<file path="src/rtl/stzi_pkg.sv">
// ----------------------------------------------------------------------------
// Stop table interpolator package
// Word types, codes, state encoding and the exp2 root table.
// ----------------------------------------------------------------------------
package stzi_pkg;

	localparam int MAX_STOPS_DEF = 8;
	localparam int EXP_STEPS     = 26;

	localparam logic [15:0] BASE_ONE = 16'd4096;
	localparam logic [30:0] ONE_Q30  = 31'h4000_0000;
	localparam logic [31:0] VALUE_ONE = 32'h0001_0000;

	// Input actions
	localparam logic ACT_WRITE = 1'b0;
	localparam logic ACT_EVAL  = 1'b1;

	// Bracket kinds
	localparam logic [2:0] KIND_INTERP = 3'd0;
	localparam logic [2:0] KIND_EQUAL  = 3'd1;
	localparam logic [2:0] KIND_ABOVE  = 3'd2;
	localparam logic [2:0] KIND_BELOW  = 3'd3;
	localparam logic [2:0] KIND_NONE   = 3'd4;

	// Configuration register indexes
	localparam logic [1:0] CFG_CURVE_BASE   = 2'd0;
	localparam logic [1:0] CFG_STOPS_IN_USE = 2'd1;

	typedef struct packed {
		logic               action;
		logic [2:0]         stop_index;
		logic [15:0]        stop_zoom;
		logic signed [31:0] stop_value;
		logic [15:0]        query_zoom;
	} in_item_t;

	typedef struct packed {
		logic signed [31:0] result_value;
		logic [2:0]         bracket_kind;
	} out_item_t;

	typedef enum logic [3:0] {
		ST_IDLE, ST_SCAN, ST_DECIDE, ST_LOG, ST_MAG, ST_EF, ST_EXPI_F, ST_EXP_F,
		ST_EXPI_A, ST_EXP_A, ST_NUMDEN, ST_DIVI, ST_DIV, ST_FMUL, ST_FINISH
	} stzi_state_t;

	typedef struct packed {
		logic write;
		logic load;
		logic scan;
		logic log_init;
		logic log_step;
		logic mag;
		logic ef;
		logic exp_init;
		logic exp_sel;
		logic exp_step;
		logic store_f;
		logic store_a;
		logic div_init;
		logic div_step;
		logic fmul;
		logic out_load;
	} stzi_cmd_t;

	typedef struct packed {
		logic scan_end;
		logic both;
		logic equal;
		logic linear;
		logic log_last;
		logic exp_last;
		logic div_last;
	} stzi_status_t;

	typedef logic [30:0] root_t;
	typedef root_t [EXP_STEPS:0] root_tab_t;

	// Integer square root, bit pair per pass
	function automatic logic [63:0] isqrt64(input logic [63:0] x_in);
		logic [63:0] x;
		logic [63:0] r;
		logic [63:0] b;
		x = x_in;
		r = 64'd0;
		b = 64'd1 << 62;
		for (int k = 0; k < 32; k++) begin
			if (x >= r + b) begin
				x = x - (r + b);
				r = (r >> 1) + b;
			end else begin
				r = r >> 1;
			end
			b = b >> 2;
		end
		return r;
	endfunction

	// Roots 2^(-2^-i) in Q1.30, each from the one before
	function automatic root_tab_t root_table();
		root_tab_t   t;
		logic [63:0] v;
		t[0] = ONE_Q30 >> 1;
		for (int i = 1; i <= EXP_STEPS; i++) begin
			v = isqrt64({33'd0, t[i-1]} << 30);
			t[i] = v[30:0];
		end
		return t;
	endfunction

	localparam root_tab_t ROOTS = root_table();

endpackage

</file>
<file path="src/rtl/stzi_ctrl.sv">
// ----------------------------------------------------------------------------
// Stop table interpolator controller
// Sequences scan, log, exp, divide and output steps of one evaluate word.
// ----------------------------------------------------------------------------
module stzi_ctrl
	import stzi_pkg::*;
(
	input  logic         clk,
	input  logic         arst_n,
	input  logic         item_valid,
	input  logic         item_action,
	output logic         item_ready,
	output logic         result_valid,
	input  logic         result_ready,
	input  stzi_status_t status,
	output stzi_cmd_t    cmd
);

	stzi_state_t state_q, state_d;
	logic        res_valid_q;
	logic        can_load;

	assign can_load     = !res_valid_q || result_ready;
	assign item_ready   = (state_q == ST_IDLE);
	assign result_valid = res_valid_q;

	// Next state
	always_comb begin
		state_d = state_q;
		unique case (state_q)
			ST_IDLE: begin
				if (item_valid && item_action == ACT_EVAL) state_d = ST_SCAN;
			end
			ST_SCAN: begin
				if (status.scan_end) state_d = ST_DECIDE;
			end
			ST_DECIDE: begin
				if (!status.both || status.equal) state_d = ST_FINISH;
				else if (status.linear)           state_d = ST_DIVI;
				else                              state_d = ST_LOG;
			end
			ST_LOG: begin
				if (status.log_last) state_d = ST_MAG;
			end
			ST_MAG:    state_d = ST_EF;
			ST_EF:     state_d = ST_EXPI_F;
			ST_EXPI_F: state_d = ST_EXP_F;
			ST_EXP_F: begin
				if (status.exp_last) state_d = ST_EXPI_A;
			end
			ST_EXPI_A: state_d = ST_EXP_A;
			ST_EXP_A: begin
				if (status.exp_last) state_d = ST_NUMDEN;
			end
			ST_NUMDEN: state_d = ST_DIVI;
			ST_DIVI:   state_d = ST_DIV;
			ST_DIV: begin
				if (status.div_last) state_d = ST_FMUL;
			end
			ST_FMUL:   state_d = ST_FINISH;
			ST_FINISH: begin
				if (can_load) state_d = ST_IDLE;
			end
			default:   state_d = ST_IDLE;
		endcase
	end

	// Commands
	always_comb begin
		cmd = '0;
		unique case (state_q)
			ST_IDLE: begin
				cmd.load  = item_valid && item_action == ACT_EVAL;
				cmd.write = item_valid && item_action == ACT_WRITE;
			end
			ST_SCAN:   cmd.scan = !status.scan_end;
			ST_DECIDE: cmd.log_init = status.both && !status.equal && !status.linear;
			ST_LOG:    cmd.log_step = 1'b1;
			ST_MAG:    cmd.mag = 1'b1;
			ST_EF:     cmd.ef = 1'b1;
			ST_EXPI_F: cmd.exp_init = 1'b1;
			ST_EXP_F:  cmd.exp_step = 1'b1;
			ST_EXPI_A: begin
				cmd.store_f  = 1'b1;
				cmd.exp_init = 1'b1;
				cmd.exp_sel  = 1'b1;
			end
			ST_EXP_A:  cmd.exp_step = 1'b1;
			ST_NUMDEN: cmd.store_a = 1'b1;
			ST_DIVI:   cmd.div_init = 1'b1;
			ST_DIV:    cmd.div_step = 1'b1;
			ST_FMUL:   cmd.fmul = 1'b1;
			ST_FINISH: cmd.out_load = can_load;
			default:   cmd = '0;
		endcase
	end

	// State and result valid
	always_ff @(posedge clk or negedge arst_n) begin
		if (!arst_n) begin
			state_q     <= ST_IDLE;
			res_valid_q <= 1'b0;
		end else begin
			state_q <= state_d;
			if (cmd.out_load)       res_valid_q <= 1'b1;
			else if (result_ready)  res_valid_q <= 1'b0;
		end
	end

endmodule

</file>
<file path="config.mk">
export PLATFORM = sky130hd
export DESIGN_NAME = stzi_ctrl
export DESIGN_NICKNAME = d
export VERILOG_FILES = /design/src/rtl/stzi_pkg.sv /design/src/rtl/stzi_ctrl.sv
export SDC_FILE = /design/constraint.sdc
export NUM_CORES = 1
export LEC_CHECK = 0
export ABC_CLOCK_PERIOD_IN_PS = 1800
export BUFFER_PORTS_ARGS = -buffer_cell sky130_fd_sc_hd__buf_2
export CORE_ASPECT_RATIO = 1.5
export CORE_MARGIN = 2
export CORE_UTILIZATION = 30
export DETAILED_ROUTE_END_ITERATION = 10
export GPL_TIMING_DRIVEN = 0
export PLACE_DENSITY = 0.68
export SLEW_MARGIN = 15
export SYNTH_ARGS = -nofsm -noshare
export SYNTH_HDL_FRONTEND = slang
export SYNTH_SLANG_ARGS = --single-unit
</file>
<file path="constraint.sdc">
create_clock -name clk -period 1.8 [get_ports clk]
set_input_delay 0.18 -clock clk [delete_from_list [all_inputs] [get_ports clk]]
set_output_delay 0.18 -clock clk [all_outputs]
set_load 0.02 [all_outputs]
</file>
==> results.yml <==
drt:
  drc: 0
  wl_um: 1560
  drt_iter0_drc: 8
  post_drt_wl_per_cell_um: 12.4
  num_vias: 633
  drt-vias-per-instance: 5.02
  postRouteAntennaNets: 0
  dr.pass1.iters: 4
synth:
  synthXorXnorAreaFrac_pct: 0
  synthSimpleGateAreaFrac_pct: 41.0
  synth_top_family_by_area: "simple AND/OR/NAND/NOR gates"
  yosysWarnings: 0
  synth_top_area_share_pct: 21.4
  seq_area_frac_synth_pct: 21.4
  synth_top_flop_cell: "dfrtp_1"
  syn_inst: 71
  ys_top_cells_by_area: "dfrtp_1 21%, nor2_1 7.7%, buf_6 5.8%"
  synth-compound-area-share_pct: 24.1
  netlist-cell-type-count: 33
  synth-adder-area-share_pct: 0
  yosysTopAreaCell: "dfrtp_1"
  syn_nets: 83
  async_flop_share_pct: 100
  netlist_area_sq_um: 586
  muxShareOfSynthArea_pct: 4.27
  syn_avg_cell_area_sq_um: 8.25
  ys_ff_latch: 5
  synth_edf_count: 0
timing:
  finClkSkew_ps: 2.25
  fin_worst_hold_slack_ps: 252
  tightestPinTransition_ps: 319
  max_slew_margin_pct: 78.6
  final-setup-viol-count: 0
  fin_crit_ps: 1680
  clock.fmax_ghz: 0.594
  rsz0062_at_grt: "false"
  slew_viol_final: 0
  totalNegativeSetupSlack_ps: 0
  finalCritPeriodShare_pct: 93.5
  setup_slack_ps: 117
  final_hold_viol_count: 0
critical_path:
  slowest_stage: "dfrtp_2"
  cp.arrival_ps: 1500
  r2r_cells: 5
  critPathCaptureType: "output pin"
  path_cells: "nand2b_1 > mux2_4 > nor2_1 > buf_2"
  crit_path_max_fanout: 7
  start_kind: "flip-flop"
  crit_required_ps: 1620
  critPathKind: "reg2out"
  max_stage_delay_ps: 490
layout:
  fin_nets: 118
  diodes: 0
  layout_common_cells: "30 x buf_2, 12 x nor2_1, 6 x nand2_1"
  multi_input_area_sq_um: 407
  fill_cells: 206
  fin_util_pct: 43.4
  layout_commonest_cell: "buf_2"
  area.growth.synth_to_final_pct: 35.7
  seqCellArea_sq_um: 126
  layout-drive-gt1-share_pct: 45.7
cts:
  path_clk_slew_ps: 40
  insertion_delay_ps: 230
  cts_root_buf: "clkbuf_4"
  cts_buffers: 3
  cts_setup_buffers: 0
  cts_tree: "yes"
  clockBufferDepth: 2
  cts_sinks: 5
  ctsHtreeMaxLevel: 1
floorplanning:
  fp.dieW_um: 40.1
  fp.dieH_um: 58.1
  die-area_sq_mm: 0.00233
  placementRows: 19
  start_util_pct: 32.0
  ios: 30
  coreArea_sq_mm: 0.00183
power_and_ir_drop:
  leakagePower_nw: 0.415
  p_total_mw: 1.48
  p_per_area_mw_per_mm2: 1860
  vdd_drop_max_uv: 800
global_routing:
  antenna_found_initial: 0
  grt_pass1_vias: 539
  grt_max_degree: 11
  grt_pass1_wl_um: 2260
  grtUsageTotal_pct: 13.8
  grt_overflow: 0
placement:
  dp_hpwl_um: 1250
  gp_congestion: 0.743
  place_ws_ps: 289
  io_buffer_count: 29
job:
  drv_cap: 0
status:
  status: "finished clean"
min_path:
  min_path_type: "in2reg"
  whs_path_depth: 2
-- registers in the layout, summed over array words and instances (netlist names) --
name and cells:
state_q 4, result_valid 1
-- area by class of cell --
cell class | count | share of cell area, %
Buffer | 5 | 5.83
Inverter | 2 | 0.945
Clock buffer | 4 | 3.31
Sequential cell | 5 | 15.9
Tap cell | 21 | 3.31
Timing Repair Buffer | 30 | 19.5
Multi-Input combinational cell | 59 | 51.2
-- layer usage --
layer | vias to the layer above | global-route usage, % | share of wire [%]
met1 | 283 | 16.8 | 42
met3 | 0 | 1.53 | 7.2
li1 | 324 | - | -
met2 | 26 | 22.6 | 51
met5 | - | 0 | 0
met4 | 0 | 6.90 | 0
-- stage by stage --
stage               area, sq um  std cells
global placement            757        121
floorplan                   586         71
finish                      795        126
CTS                         793        126
global route                795        126
detailed placement          757        121
-- cells by family after synthesis --
logic type / after synthesis
muxes: 2
DFF: 5
AOI/OAI and AO/OA: 17
buffers and inverters: 7
and+or+nand+nor: 40
-- where the power goes --
group	switching [mW]	total, mW	internal, mW
Sequential	0.132	0.306	0.175
Clock	0.0398	0.123	0.0834
Combinational	0.600	1.05	0.447
Total	0.771	1.48	0.705
-- critical path: cells and delay by family, from the launching register on --
kind / cells / cell delay, ps
mux: 1 / 310
flops: 1 / 490
simple gates: 2 / 300
buf+inv: 1 / 160
-- synthesized netlist by cell type (2+ instances only) --
master    count
nor2b_1       3
nor3_1        5
nand2b_1      4
a31oi_1       3
and3_1        2
dfrtp_1       5
nand2_1       6
nor2_1       12
o21ai_0       3
nor4_1        2
buf_6         3
o21ai_1       2
-- final timing paths --
check	from	end	slack, ps
max reg2reg	state_q[1]$_DFFE_PN0P_	state_q[1]$_DFFE_PN0P_	390
max in group asynchronous	arst_n	state_q[3]$_DFFE_PN0P_	1370
min in group asynchronous	arst_n	result_valid$_DFFE_PN0P_	290
min	status[1]	state_q[0]$_DFFE_PN0P_	250
max	state_q[3]$_DFFE_PN0P_	cmd[6]	120
min reg2reg	result_valid$_DFFE_PN0P_	result_valid$_DFFE_PN0P_	590
-- repair_timing --
item                                    CTS  global route
endpoints found under the setup margin    0             2
hold endpoints to repair                  5             0
resized for setup                         0             1
hold buffers                              1             0
Power figures use the tool's default switching activity.
